`src/rtl/wltm_pkg.sv`:
```
`timescale 1ns / 1ps
// ----------------------------------------------------------------------------
// Windowed level trend monitor package
// Shared widths, constants and the controller/datapath command and status types.
// ----------------------------------------------------------------------------
package wltm_pkg;

  localparam int unsigned DATA_W     = 32;
  localparam int unsigned WINDOW_DEF = 8;
  localparam int unsigned SCALE_W    = 16;
  localparam int unsigned MAG_W      = DATA_W + SCALE_W;
  localparam int unsigned STEP_W     = $clog2(MAG_W);

  localparam logic [DATA_W-1:0]  INTERVAL_RESET = 32'd60000;
  localparam logic [SCALE_W-1:0] TREND_SCALE    = 16'd60000;
  localparam logic [DATA_W-1:0]  SAT_POS        = 32'h7FFF_FFFF;
  localparam logic [DATA_W-1:0]  SAT_NEG        = 32'h8000_0000;

  typedef struct packed {
    logic accept;
    logic mul;
    logic div_step;
    logic finish;
    logic out_load;
  } wltm_cmd_t;

  typedef struct packed {
    logic trend_due;
  } wltm_sts_t;

endpackage

```
`src/rtl/wltm_in_if.sv`:
```
`timescale 1ns / 1ps
// ----------------------------------------------------------------------------
// Reading channel
// Valid/ready channel that carries one timestamped level reading per transfer.
// ----------------------------------------------------------------------------
interface wltm_in_if;
  logic        valid;
  logic        ready;
  logic [31:0] now_ms;
  logic [31:0] level_value;

  modport source (output valid, output now_ms, output level_value, input ready);
  modport sink   (input valid, input now_ms, input level_value, output ready);
endinterface

```
`src/rtl/wltm_out_if.sv`:
```
`timescale 1ns / 1ps
// ----------------------------------------------------------------------------
// Result channel
// Valid/ready channel that carries one trend and statistics result per transfer.
// ----------------------------------------------------------------------------
interface wltm_out_if;
  logic               valid;
  logic               ready;
  logic signed [31:0] trend_per_minute;
  logic        [31:0] highest_level;
  logic        [31:0] lowest_level;
  logic        [31:0] reading_count;
  logic               sample_stored;
  logic               window_full;

  modport source (
    output valid, output trend_per_minute, output highest_level, output lowest_level,
    output reading_count, output sample_stored, output window_full, input ready
  );
  modport sink (
    input valid, input trend_per_minute, input highest_level, input lowest_level,
    input reading_count, input sample_stored, input window_full, output ready
  );
endinterface

```
`src/rtl/wltm_datapath.sv`:
```
`timescale 1ns / 1ps
// ----------------------------------------------------------------------------
// Windowed level trend monitor datapath
// Statistics registers, sample ring, slope multiplier, serial divider and the
// result register.
// ----------------------------------------------------------------------------
module wltm_datapath #(
  parameter int unsigned WINDOW = wltm_pkg::WINDOW_DEF
) (
  input  logic                             clk,
  input  logic                             rst_n,
  input  wltm_pkg::wltm_cmd_t              cmd,
  output wltm_pkg::wltm_sts_t              sts,
  input  logic                             cfg_wr_en,
  input  logic [wltm_pkg::DATA_W-1:0]      cfg_wr_data,
  input  logic [wltm_pkg::DATA_W-1:0]      in_now_ms,
  input  logic [wltm_pkg::DATA_W-1:0]      in_level_value,
  output logic signed [wltm_pkg::DATA_W-1:0] out_trend_per_minute,
  output logic [wltm_pkg::DATA_W-1:0]      out_highest_level,
  output logic [wltm_pkg::DATA_W-1:0]      out_lowest_level,
  output logic [wltm_pkg::DATA_W-1:0]      out_reading_count,
  output logic                             out_sample_stored,
  output logic                             out_window_full
);

  localparam int unsigned DW     = wltm_pkg::DATA_W;
  localparam int unsigned MW     = wltm_pkg::MAG_W;
  localparam int unsigned SLOT_W = (WINDOW > 1) ? $clog2(WINDOW) : 1;
  localparam int unsigned FILL_W = $clog2(WINDOW + 1);
  localparam logic [SLOT_W-1:0] LAST_SLOT = SLOT_W'(WINDOW - 1);
  localparam logic [FILL_W-1:0] FULL_CNT  = FILL_W'(WINDOW);

  logic [DW-1:0]     ring_lv [WINDOW];
  logic [DW-1:0]     ring_tm [WINDOW];

  logic [DW-1:0]     interval_r;
  logic [DW-1:0]     peak_r;
  logic [DW-1:0]     floor_r;
  logic [DW-1:0]     count_r;
  logic [DW-1:0]     last_time_r;
  logic [FILL_W-1:0] fill_r;
  logic [SLOT_W-1:0] slot_r;
  logic [DW-1:0]     trend_r;
  logic              due_r;
  logic              stored_r;
  logic [DW-1:0]     cur_lv_r;
  logic [DW-1:0]     cur_tm_r;
  logic [DW-1:0]     old_lv_r;
  logic [DW-1:0]     old_tm_r;
  logic              neg_r;
  logic              zero_r;
  logic [DW-1:0]     div_r;
  logic [DW-1:0]     rem_r;
  logic [MW-1:0]     quo_r;

  logic              store_now;
  logic [FILL_W-1:0] fill_nxt;
  logic [SLOT_W-1:0] slot_nxt;
  logic [DW-1:0]     peak_nxt;
  logic [DW-1:0]     floor_nxt;
  logic              lv_neg;
  logic [DW-1:0]     diff_mag;
  logic [MW-1:0]     prod;
  logic [DW-1:0]     elapsed;
  logic [DW:0]       rem_sh;
  logic              rem_ge;
  logic [DW:0]       rem_sub;
  logic [DW-1:0]     trend_nxt;

  always_comb begin
    store_now = (fill_r == '0) || ((in_now_ms - last_time_r) >= interval_r);
    fill_nxt  = (fill_r < FULL_CNT) ? fill_r + FILL_W'(1) : fill_r;
    slot_nxt  = (slot_r == LAST_SLOT) ? '0 : slot_r + SLOT_W'(1);
    peak_nxt  = ((peak_r == '0) || (in_level_value > peak_r)) ? in_level_value : peak_r;
    floor_nxt = ((floor_r == '0) || (in_level_value < floor_r)) ? in_level_value : floor_r;
  end

  always_comb begin
    lv_neg   = cur_lv_r < old_lv_r;
    diff_mag = lv_neg ? (old_lv_r - cur_lv_r) : (cur_lv_r - old_lv_r);
    prod     = MW'(diff_mag) * MW'(wltm_pkg::TREND_SCALE);
    elapsed  = cur_tm_r - old_tm_r;
  end

  always_comb begin
    rem_sh  = {rem_r, quo_r[MW-1]};
    rem_ge  = rem_sh >= {1'b0, div_r};
    rem_sub = rem_sh - {1'b0, div_r};
  end

  always_comb begin
    if (zero_r) begin
      trend_nxt = '0;
    end else if (!neg_r) begin
      trend_nxt = (quo_r > MW'(wltm_pkg::SAT_POS)) ? wltm_pkg::SAT_POS : quo_r[DW-1:0];
    end else begin
      trend_nxt = (quo_r > MW'(wltm_pkg::SAT_NEG)) ? wltm_pkg::SAT_NEG : (~quo_r[DW-1:0] + 1'b1);
    end
  end

  assign sts.trend_due = due_r;

  always_ff @(posedge clk) begin
    if (!rst_n) begin
      interval_r  <= wltm_pkg::INTERVAL_RESET;
      peak_r      <= '0;
      floor_r     <= '0;
      count_r     <= '0;
      last_time_r <= '0;
      fill_r      <= '0;
      slot_r      <= '0;
      trend_r     <= '0;
      due_r       <= 1'b0;
      stored_r    <= 1'b0;
    end else begin
      if (cfg_wr_en) begin
        interval_r <= cfg_wr_data;
      end
      if (cmd.accept) begin
        count_r  <= count_r + 1'b1;
        peak_r   <= peak_nxt;
        floor_r  <= floor_nxt;
        stored_r <= store_now;
        due_r    <= store_now && (fill_nxt == FULL_CNT);
        if (store_now) begin
          last_time_r <= in_now_ms;
          fill_r      <= fill_nxt;
          slot_r      <= slot_nxt;
          if (fill_nxt != FULL_CNT) begin
            trend_r <= '0;
          end
        end
      end
      if (cmd.finish) begin
        trend_r <= trend_nxt;
      end
    end
  end

  always_ff @(posedge clk) begin
    if (cmd.accept) begin
      cur_lv_r <= in_level_value;
      cur_tm_r <= in_now_ms;
      old_lv_r <= ring_lv[slot_nxt];
      old_tm_r <= ring_tm[slot_nxt];
      if (store_now) begin
        ring_lv[slot_r] <= in_level_value;
        ring_tm[slot_r] <= in_now_ms;
      end
    end
  end

  always_ff @(posedge clk) begin
    if (cmd.mul) begin
      neg_r  <= lv_neg;
      zero_r <= elapsed == '0;
      div_r  <= elapsed;
      rem_r  <= '0;
      quo_r  <= prod;
    end else if (cmd.div_step) begin
      rem_r <= rem_ge ? rem_sub[DW-1:0] : rem_sh[DW-1:0];
      quo_r <= {quo_r[MW-2:0], rem_ge};
    end
  end

  always_ff @(posedge clk) begin
    if (cmd.out_load) begin
      out_trend_per_minute <= signed'(trend_r);
      out_highest_level    <= peak_r;
      out_lowest_level     <= floor_r;
      out_reading_count    <= count_r;
      out_sample_stored    <= stored_r;
      out_window_full      <= fill_r == FULL_CNT;
    end
  end

endmodule

```
`src/rtl/wltm_ctrl.sv`:
```
`timescale 1ns / 1ps
// ----------------------------------------------------------------------------
// Windowed level trend monitor controller
// Sequences acceptance, the slope multiply, the division steps and the result
// transfer, and owns the channel handshakes.
// ----------------------------------------------------------------------------
module wltm_ctrl (
  input  logic                clk,
  input  logic                rst_n,
  input  logic                in_valid,
  output logic                in_ready,
  output logic                out_valid,
  input  logic                out_ready,
  input  wltm_pkg::wltm_sts_t sts,
  output wltm_pkg::wltm_cmd_t cmd
);

  localparam logic [2:0] S_IDLE = 3'd0;
  localparam logic [2:0] S_MUL  = 3'd1;
  localparam logic [2:0] S_DIV  = 3'd2;
  localparam logic [2:0] S_FIN  = 3'd3;
  localparam logic [2:0] S_OUT  = 3'd4;

  localparam logic [wltm_pkg::STEP_W-1:0] LAST_STEP = wltm_pkg::STEP_W'(wltm_pkg::MAG_W - 1);

  logic [2:0]                  state_r, state_nxt;
  logic [wltm_pkg::STEP_W-1:0] step_r, step_nxt;
  logic                        out_valid_r, out_valid_nxt;

  assign in_ready  = state_r == S_IDLE;
  assign out_valid = out_valid_r;

  always_comb begin
    state_nxt    = state_r;
    step_nxt     = step_r;
    cmd          = '0;
    unique case (state_r)
      S_IDLE: begin
        if (in_valid) begin
          cmd.accept = 1'b1;
          state_nxt  = S_MUL;
        end
      end
      S_MUL: begin
        step_nxt = '0;
        if (sts.trend_due) begin
          cmd.mul   = 1'b1;
          state_nxt = S_DIV;
        end else begin
          state_nxt = S_OUT;
        end
      end
      S_DIV: begin
        cmd.div_step = 1'b1;
        step_nxt     = step_r + 1'b1;
        if (step_r == LAST_STEP) begin
          state_nxt = S_FIN;
        end
      end
      S_FIN: begin
        cmd.finish = 1'b1;
        state_nxt  = S_OUT;
      end
      S_OUT: begin
        if (!out_valid_r || out_ready) begin
          cmd.out_load = 1'b1;
          state_nxt    = S_IDLE;
        end
      end
      default: begin
        state_nxt = S_IDLE;
      end
    endcase
  end

  always_comb begin
    if (cmd.out_load) begin
      out_valid_nxt = 1'b1;
    end else if (out_ready) begin
      out_valid_nxt = 1'b0;
    end else begin
      out_valid_nxt = out_valid_r;
    end
  end

  always_ff @(posedge clk) begin
    if (!rst_n) begin
      state_r     <= S_IDLE;
      step_r      <= '0;
      out_valid_r <= 1'b0;
    end else begin
      state_r     <= state_nxt;
      step_r      <= step_nxt;
      out_valid_r <= out_valid_nxt;
    end
  end

endmodule

```
`src/rtl/windowed_level_trend_monitor_top.sv`:
```
`timescale 1ns / 1ps
// ----------------------------------------------------------------------------
// Windowed level trend monitor
// Counts timestamped level readings, tracks the highest and lowest level, keeps
// a ring of periodic samples and reports the saturated level change per minute.
// ----------------------------------------------------------------------------
// The block takes one reading at a time and returns one result for each. A
// reading that is not stored, or that is stored without filling the ring,
// goes from acceptance straight to the result load. A reading that is stored
// and leaves the ring full recomputes the trend: the accept state reads the
// oldest ring sample, the multiply state forms the 48-bit scaled difference,
// the restoring divider then retires one quotient bit per cycle, and the
// finish state saturates before the result register is loaded. That load is
// held while an earlier result is not yet taken. The next reading is taken as
// soon as the result is loaded, even while it still waits on the output channel.
module windowed_level_trend_monitor_top #(
  parameter int unsigned WINDOW = wltm_pkg::WINDOW_DEF
) (
  input  logic        clk,
  input  logic        rst_n,
  input  logic        cfg_wr_en,
  input  logic [31:0] cfg_wr_data,
  wltm_in_if.sink     in_ch,
  wltm_out_if.source  out_ch
);

  wltm_pkg::wltm_cmd_t cmd;
  wltm_pkg::wltm_sts_t sts;

  wltm_ctrl u_ctrl (
    .clk       (clk),
    .rst_n     (rst_n),
    .in_valid  (in_ch.valid),
    .in_ready  (in_ch.ready),
    .out_valid (out_ch.valid),
    .out_ready (out_ch.ready),
    .sts       (sts),
    .cmd       (cmd)
  );

  wltm_datapath #(
    .WINDOW (WINDOW)
  ) u_datapath (
    .clk                  (clk),
    .rst_n                (rst_n),
    .cmd                  (cmd),
    .sts                  (sts),
    .cfg_wr_en            (cfg_wr_en),
    .cfg_wr_data          (cfg_wr_data),
    .in_now_ms            (in_ch.now_ms),
    .in_level_value       (in_ch.level_value),
    .out_trend_per_minute (out_ch.trend_per_minute),
    .out_highest_level    (out_ch.highest_level),
    .out_lowest_level     (out_ch.lowest_level),
    .out_reading_count    (out_ch.reading_count),
    .out_sample_stored    (out_ch.sample_stored),
    .out_window_full      (out_ch.window_full)
  );

endmodule

```
`src/flat_wrapper.sv`:
```
// flat-port wrapper written by rule: the top's interface ports become plain ports
module windowed_level_trend_monitor_top_flat 
#(
  parameter int unsigned WINDOW = wltm_pkg::WINDOW_DEF
)
  (clk, rst_n, cfg_wr_en, cfg_wr_data, in_ch_valid, in_ch_now_ms, in_ch_level_value, in_ch_ready, out_ch_valid, out_ch_trend_per_minute, out_ch_highest_level, out_ch_lowest_level, out_ch_reading_count, out_ch_sample_stored, out_ch_window_full, out_ch_ready);
  wltm_in_if in_ch_i ();
  wltm_out_if out_ch_i ();
  input  logic clk;
  input  logic rst_n;
  input  logic cfg_wr_en;
  input  logic [31:0] cfg_wr_data;
  input wire logic [$bits(in_ch_i.valid)-1:0] in_ch_valid;
  input wire logic [$bits(in_ch_i.now_ms)-1:0] in_ch_now_ms;
  input wire logic [$bits(in_ch_i.level_value)-1:0] in_ch_level_value;
  output wire logic [$bits(in_ch_i.ready)-1:0] in_ch_ready;
  output wire logic [$bits(out_ch_i.valid)-1:0] out_ch_valid;
  output wire logic [$bits(out_ch_i.trend_per_minute)-1:0] out_ch_trend_per_minute;
  output wire logic [$bits(out_ch_i.highest_level)-1:0] out_ch_highest_level;
  output wire logic [$bits(out_ch_i.lowest_level)-1:0] out_ch_lowest_level;
  output wire logic [$bits(out_ch_i.reading_count)-1:0] out_ch_reading_count;
  output wire logic [$bits(out_ch_i.sample_stored)-1:0] out_ch_sample_stored;
  output wire logic [$bits(out_ch_i.window_full)-1:0] out_ch_window_full;
  input wire logic [$bits(out_ch_i.ready)-1:0] out_ch_ready;
  assign in_ch_i.valid = in_ch_valid;
  assign in_ch_i.now_ms = in_ch_now_ms;
  assign in_ch_i.level_value = in_ch_level_value;
  assign in_ch_ready = in_ch_i.ready;
  assign out_ch_valid = out_ch_i.valid;
  assign out_ch_trend_per_minute = out_ch_i.trend_per_minute;
  assign out_ch_highest_level = out_ch_i.highest_level;
  assign out_ch_lowest_level = out_ch_i.lowest_level;
  assign out_ch_reading_count = out_ch_i.reading_count;
  assign out_ch_sample_stored = out_ch_i.sample_stored;
  assign out_ch_window_full = out_ch_i.window_full;
  assign out_ch_i.ready = out_ch_ready;
  windowed_level_trend_monitor_top #(.WINDOW(WINDOW)) u_core (.clk(clk), .rst_n(rst_n), .cfg_wr_en(cfg_wr_en), .cfg_wr_data(cfg_wr_data), .in_ch(in_ch_i), .out_ch(out_ch_i));
endmodule
```
`config.mk`:
```
export PLATFORM = sky130hd
export DESIGN_NAME = windowed_level_trend_monitor_top_flat
export DESIGN_NICKNAME = d
export VERILOG_FILES = /design/src/rtl/wltm_pkg.sv /design/src/rtl/wltm_in_if.sv /design/src/rtl/wltm_out_if.sv /design/src/rtl/wltm_datapath.sv /design/src/rtl/wltm_ctrl.sv /design/src/rtl/windowed_level_trend_monitor_top.sv /design/src/flat_wrapper.sv
export SDC_FILE = /design/constraint.sdc
export NUM_CORES = 2
export LEC_CHECK = 0
export ABC_AREA = 0
export BUFFER_PORTS_ARGS = -buffer_cell sky130_fd_sc_hd__buf_2
export CORE_MARGIN = 5
export CORE_UTILIZATION = 47
export DETAILED_ROUTE_END_ITERATION = 8
export PLACE_DENSITY = 0.73
export SYNTH_ARGS = -nofsm -noshare
export SYNTH_HDL_FRONTEND = slang
export SYNTH_SLANG_ARGS = --single-unit
```
`constraint.sdc`:
```
create_clock -name clk -period 12.5 [get_ports clk]
set_input_delay 0 -clock clk [delete_from_list [all_inputs] [get_ports clk]]
set_output_delay 0 -clock clk [all_outputs]
set_load 0.02 [all_outputs]
```
* After elaboration in Yosys (flattened, before gate mapping)
Memory sizes are Yosys's and may differ from the RTL's. A register that Yosys moved wholly into a read port is not among the register bits.
Cells that the tools add are included.
** Cells by class
- Add/subtract/negate cells :: 10
- Multiply operators :: 1
- Shift-type cells :: 0
- Bitwise logic cells :: 1
- Div/mod/pow operators :: 0
- Order comparisons :: 8
- Eq/ne operators :: 12
- Reductions and logical operators :: 22
- Mux-type cells :: 33
** Operator list (number)
- two-way mux 32 bit :: 10
- subtractor 32 bit :: 5
- zero test 32 bit :: 3
- two-way mux 48 bit :: 2
- adder 32 x 1 -> 32 bit, second input constant :: 2
- less-than comparator 32 bit :: 2
- > comparator 48 x 31 -> 1 bit, second input constant :: 1
- > comparator 48 x 32 -> 1 bit, second input constant :: 1
- multiplier 32 x 11 -> 43 bit, second input constant :: 1
- greater-or-equal comparator 33 x 32 -> 1 bit :: 1
- greater-or-equal comparator 32 bit :: 1
- > comparator 32 bit :: 1
- inverter 32 bit :: 1
- two-way mux 3 bit :: 5
- one-hot mux 3 bit (5 select lines) :: 1
- two-way mux 1 bit :: 13
- one-hot mux 6 bit (2 select lines) :: 1
- nonzero test 2 bit :: 6
- equality test 4 bit, second input constant :: 2
- adder 6 x 1 -> 6 bit, second input constant :: 1
- equality test 3 x 2 -> 1 bit, second input constant :: 2
- equality test 3 bit, second input constant :: 2
- equality test 6 bit, second input constant :: 1
- != test 2 bit, second input constant :: 3
- 13 further kinds :: 19
** Word-level totals
- Output and inout port bits :: 132
- Memories :: 2
- Logic and storage cells :: 116
- Register bits after elaboration :: 519
- Bits in latches :: 0
- Bits of input ports :: 101
- Memory bits (read-only) :: 0
- Memory bits (writable) :: 512
** Memories
- u_core.u_datapath.ring_lv :: depth 8, bits a word 32, read ports 1, clocked after Yosys merged registers in 1, wr ports 1, line wltm_datapath.sv:33 : logic [DW-1:0] ring_lv [WINDOW];
- u_core.u_datapath.ring_tm :: depth 8, bits a word 32, read ports 1, clocked after Yosys merged registers in 1, wr ports 1, line wltm_datapath.sv:34 : logic [DW-1:0] ring_tm [WINDOW];

* Logic depth before layout (Yosys ltp)
- Depth in word-level cells :: 7
- Mapped depth :: 36
- Gate-level depth less buffers :: 33

* Modules after synthesis
A second synthesis with hierarchy kept.
** Unflattened totals
- Cells, all modules :: 4666
- Area total of the unflattened synthesis :: 57343.7 µm²
** By module, submodules not included
- wltm_datapath :: seq. area each 30199.0 µm², area an instance 56850.8 µm², cells an instance 4608, instances 1
- wltm_ctrl :: seq. area each 200.2 µm², area an instance 493.0 µm², cells an instance 58, instances 1

* Least setup slack after synthesis
Ideal clock, no wire load.
- Path kind :: register to register
- Start :: reg u_core.u_datapath.last_time_r[0]
- End :: mem u_core.u_datapath.ring_lv[0][0] (netlist name) (enable)
- Data arrival time :: 10.633 ns
- Buffers on the path :: 1
- Required time :: 11.834 ns
- Slack :: 1.201 ns
- Stages on the path, launching flop included :: 22
- Period minus slack after synthesis :: 11.299 ns
- Setup time :: 0.666 ns
- Cell sequence :: dfxtp_1 > ha_1 > inv_1 > fa_1 > a211oi_1 > o211ai_1 > a21oi_1 > a21boi_0 > a31o_2 > a221oi_1 > a21oi_1 > nor2b_1 > nor3_1 > xnor2_1 > ha_1 > nand4_1 > nor2_1 > a221oi_1 > o211ai_1 > a31oi_1 > clkbuf_1 > nor4b_1
** Between the ends
- Longest elaborated chain between the ends :: 6
** Ends and longest elaborated chain
- start, declared :: line wltm_datapath.sv:40 : logic [DW-1:0] last_time_r;
- start signal, assigned :: line wltm_datapath.sv:126 : last_time_r <= in_now_ms;
- subtractor 32 bit :: line wltm_datapath.sv:71 : store_now = (fill_r == '0) || ((in_now_ms - last_time_r) >= interval_r);
- greater-or-equal comparator 32 bit :: line wltm_datapath.sv:71
- logical OR 1 bit :: line wltm_datapath.sv:71
- two-way mux 1 bit :: line wltm_datapath.sv:146 : if (store_now) begin
- two-way mux 1 bit :: line wltm_datapath.sv:141 : if (cmd.accept) begin
- two-way mux 1 bit (not written as such) :: line wltm_datapath.sv:147 : ring_lv[slot_r] <= in_level_value;
- end, declared :: line wltm_datapath.sv:33
No other way between the ends.

* Worst setup path after layout
- Start :: reg u_core.u_datapath.cur_lv_r[0]
- End :: reg u_core.u_datapath.quo_r[45], data pin
** Between the ends
- Longest elaborated chain between the ends :: 4
- Elaborated cells between the ends (all ways) :: 6
- Classes of those cells :: 2 x add/sub; 1 x mul; 1 x order compare; 2 x mux
** Ends and longest elaborated chain
- start, declared :: line wltm_datapath.sv:46 : logic [DW-1:0] cur_lv_r;
- start signal, assigned :: line wltm_datapath.sv:142 : cur_lv_r <= in_level_value;
- subtractor 32 bit / less-than comparator 32 bit (equally long branches) :: line wltm_datapath.sv:80, wltm_datapath.sv:79
- two-way mux 32 bit * :: line wltm_datapath.sv:80 : diff_mag = lv_neg ? (old_lv_r - cur_lv_r) : (cur_lv_r - old_lv_r);
- multiplier 32 x 11 -> 43 bit * :: line wltm_datapath.sv:81 : prod = MW'(diff_mag) * MW'(wltm_pkg::TREND_SCALE);
- two-way mux 48 bit * :: line wltm_datapath.sv:154 : if (cmd.mul) begin
- end signal, assigned :: line wltm_datapath.sv:159 : quo_r <= prod;
- end signal, assigned :: line wltm_datapath.sv:162 : quo_r <= {quo_r[MW-2:0], rem_ge};
- end, declared :: line wltm_datapath.sv:54 : logic [MW-1:0] quo_r;
Every way passes the cells marked *; elsewhere a longest branch is shown, timed or not.
A chain may end at the register's enable or synchronous reset.

==> results.txt <==
----------------------------------------------------
[Die]
  Area of the core ... 123500 µm²
  Initial core utilization ... 0.4720
  Die footprint ... 131200 µm²
  Count of standard-cell rows ... 129
  Boundary pin count ... 233
  Die width ... 362.2 µm
  Vertical die dimension ... 362.2 µm

[Placed design]
  Port bufs ... 232
  HPWL reported at the end of detailed placement ... 92870 µm
  Placed Area ... 61090 µm²
  Routability cong. ... 0.9253

[Detailed routing]
  Average vias per placed instance ... 5.669
  Via count ... 40500
  Initial DRC count ... 3622
  Number of search-and-repair iterations in the first detailed-routing pass ... 7
  # DRC ... 0
  ANT nets after route ... 0
  Wirelength, routed ... 139700 µm
  Routed length per instance ... 19.55 µm

[Setup path]
  Flop-to-flop setup slack ... 2620 ps
  Critical register-to-register path endpoint ... u_core.u_datapath.quo_r[45]$_DFFE_PP_
  Worst Path Max Fanout ... 20
  Required time of the critical path ... 12950 ps
  Category of the most critical setup path ... reg2reg
  Logic depth of the worst register-to-register path ... 34
  Most common cell type on the critical path ... fa_1
  Startpoint type of the worst setup path ... register
  Data arrival, critical path ... 10330 ps
  Max incr delay on CP ... 800 ps
  Cell at the slowest stage of the critical path ... xnor2_1
  Reg2Reg Launch Point ... u_core.u_datapath.cur_lv_r[0]$_DFFE_PP_
  Endpoint class of the critical path ... register

[CTS]
  Resized Gates After CTS ... 0
  Clk sinks ... 1095
  Post-CTS Repair Setup Buffers ... 0
  CTS tree ... yes
  Num CTS Buffers ... 109
  Deepest clock path buffer count ... 3
  Clock latency on the worst-skew pair ... 730 ps
  H-tree depth reported by CTS ... 3
  Clock-pin slew of the registers on the worst-case setup and hold paths ... 60 ps
  Clk Tree Root Cell ... clkbuf_16

[Logic synthesis]
  Async SR Flop Fraction ... 0
  Mean Syn Cell Area ... 11.49 µm²
  Post-synthesis instance area ... 58290 µm²
  Synth cell types ... 101
  Share of Yosys cell area claimed by the top area cell type ... 0.4364
  Primary FF master, synth ... edfxtp_1
  Cells after synthesis ... 5071
  Number of storage elements in the synthesis netlist ... 1095
  Count of yosys warnings during synthesis ... 0
  Share of synthesized area occupied by flip-flops and latches ... 0.5216
  Synth area leaders ... edfxtp_1, dfxtp_1, ha_1
  Count of flip-flops with a built-in enable after synthesis ... 847
  Net Count, Synth ... 5663
  Leading area contributor after synthesis ... edfxtp_1

[STA]
  Setup_tns ... 0 ps
  Time the final worst path needs with I/O delays and setup ... 9883 ps
  Max-slew violations ... 0
  Final setup vio count ... 0
  RSZ-0062 raised after global routing ... false
  Period Utilization, post-route ... 0.7906
  Relative slew slack ... 0.2400
  Setup clock skew after layout ... 62.71 ps
  Slew @ Worst Pin ... 1140 ps
  Highest Clock Rate ... 101.2 MHz
  Number of endpoints with negative hold slack in the final report ... 0

[Global routing]
  Residual overflow from global routing ... 0
  First-pass GRT wire length ... 222600 µm
  Number of antenna violations at the first check in global routing ... 6
  Overall global routing resource usage ... 0.2093
  Vias in the first global route ... 40470
  Largest net degree at the start of global routing ... 144

[Flow run]
  Count of maximum capacitance violations ... 0

[Cells and area]
  Share of final-layout standard cells stronger than drive strength 1 ... 0.1138
  Relative area change from synthesis to final layout ... 14.17%
  Most common cell after layout, fill and taps aside ... edfxtp_1
  Final Cell Area ... 66540 µm²
  Commonest non-fill, non-tap cells in the layout ... edfxtp_1, inv_1, ha_1
  Registers with the most flip-flops ... u_core.u_datapath.ring_lv (256), u_core.u_datapath.ring_tm (256), u_core.u_datapath.quo_r (48)
  Final-stage net count ... 5996

[Min path]
  Class of the most critical hold timing path ... in2reg
  Worst Hold Depth ... 3
  Critical hold path startpoint ... cfg_wr_en
  Hold EP ... u_core.u_datapath.interval_r[26]$_SDFFE_PN0P_

[Outcome]
  Outcome ... completed

----------------------------------------------------
[cells in the mapped netlist (63+ instances only)]
cell type  count
a21oi_1      320
inv_1        512
nor2_1       312
edfxtp_1     847
a21o_1       152
xor2_1        77
xnor2_1      120
o22ai_1       89
nand4_1       63
mux2i_1      130
nand3_1       82
nand2_1      359
o21ai_0      310
fa_1         117
clkbuf_1     170
ha_1         374
dfxtp_1      248
mux4_2        64
[repair_timing]
action                                  4_1_cts  5_1_grt
hold buffers                                162        0
endpoints found under the setup margin        0        0
endpoints found under the hold margin       718        0
[layer usage]
layer / vias to the layer above / share of wire / track usage / routed length (µm)
met5: - / 0 / 0 / 0
met3: 230 / 0.068 / 0.03526 / 9529
met1: 19810 / 0.44 / 0.2873 / 61220
met2: 1362 / 0.47 / 0.3467 / 65670
li1: 19100 / - / - / -
met4: 0 / 0.023 / 0.05666 / 3274
[worst max-delay path: cells and delay by family (launching register included)]
kind / cells / cell delay [ps]
xor gates and xnor gates: 1 / 800
DFF: 1 / 380
buffers and inverters: 7 / 980
AOI/OAI and AO/OA: 12 / 2570
muxes: 1 / 380
adders and majority gates: 8 / 3230
and+or+nand+nor: 5 / 1220
[worst max path at each step]
stage / from / to / slack, ps / cells after the start
2_1_floorplan: u_core.u_datapath.last_time_r[0]$_SDFFE_PN0P_ / u_core.u_datapath.ring_lv[0][0]$_DFFE_PP_ / 1200 / 21
3_3_place_gp: u_core.u_datapath.cur_lv_r[0]$_DFFE_PP_ / u_core.u_datapath.quo_r[45]$_DFFE_PP_ / 2780 / 34
3_5_place_dp: u_core.u_datapath.cur_lv_r[0]$_DFFE_PP_ / u_core.u_datapath.quo_r[45]$_DFFE_PP_ / 2640 / 34
4_1_cts: u_core.u_datapath.cur_lv_r[0]$_DFFE_PP_ / u_core.u_datapath.quo_r[45]$_DFFE_PP_ / 2600 / 34
5_1_grt: u_core.u_datapath.cur_lv_r[0]$_DFFE_PP_ / u_core.u_datapath.quo_r[45]$_DFFE_PP_ / 2080 / 34
6_report: u_core.u_datapath.cur_lv_r[0]$_DFFE_PP_ / u_core.u_datapath.quo_r[45]$_DFFE_PP_ / 2620 / 34
[metrics by stage]
step / cells / util / hold WS [ps] / setup slack [ps]
final: 7144 / 0.5389 / 96.28 / 2617
after CTS: 7138 / 0.5388 / 4.882 / 2603
after global placement: 6768 / 0.4948 / 216.4 / 2782
after global routing: 7143 / 0.5389 / 111.7 / 2081
after detailed placement: 6768 / 0.4948 / 221.5 / 2638
after floorplan: 5071 / - / 98.87 / 1201
[cells by family after synthesis]
group,after synthesis,share of synthesized area
muxes,236,0.05547
and+or+nand+nor,1086,0.08625
buffers and inverters,730,0.04841
xor gates and xnor gates,213,0.03488
AOI/OAI and AO/OA,1213,0.1317
DFF,1095,0.5216
adders and majority gates,498,0.1217
[final cells by class]
| class | instances | area, µm² |
|---|---|---|
| diodes | 6 | 15.01 |
| clock buffers | 141 | 3012 |
| clock inverters | 67 | 799.5 |
| fillers | 10150 | 56930 |
| inverters | 515 | 1943 |
| multi-input cells | 3246 | 25200 |
| flip-flops and latches | 1095 | 30400 |
| well taps | 1637 | 2048 |
| repair buffers | 437 | 3120 |
Power is not shown: default switching activity piles up to over one toggle a cycle in this logic, so the estimate is an artifact.
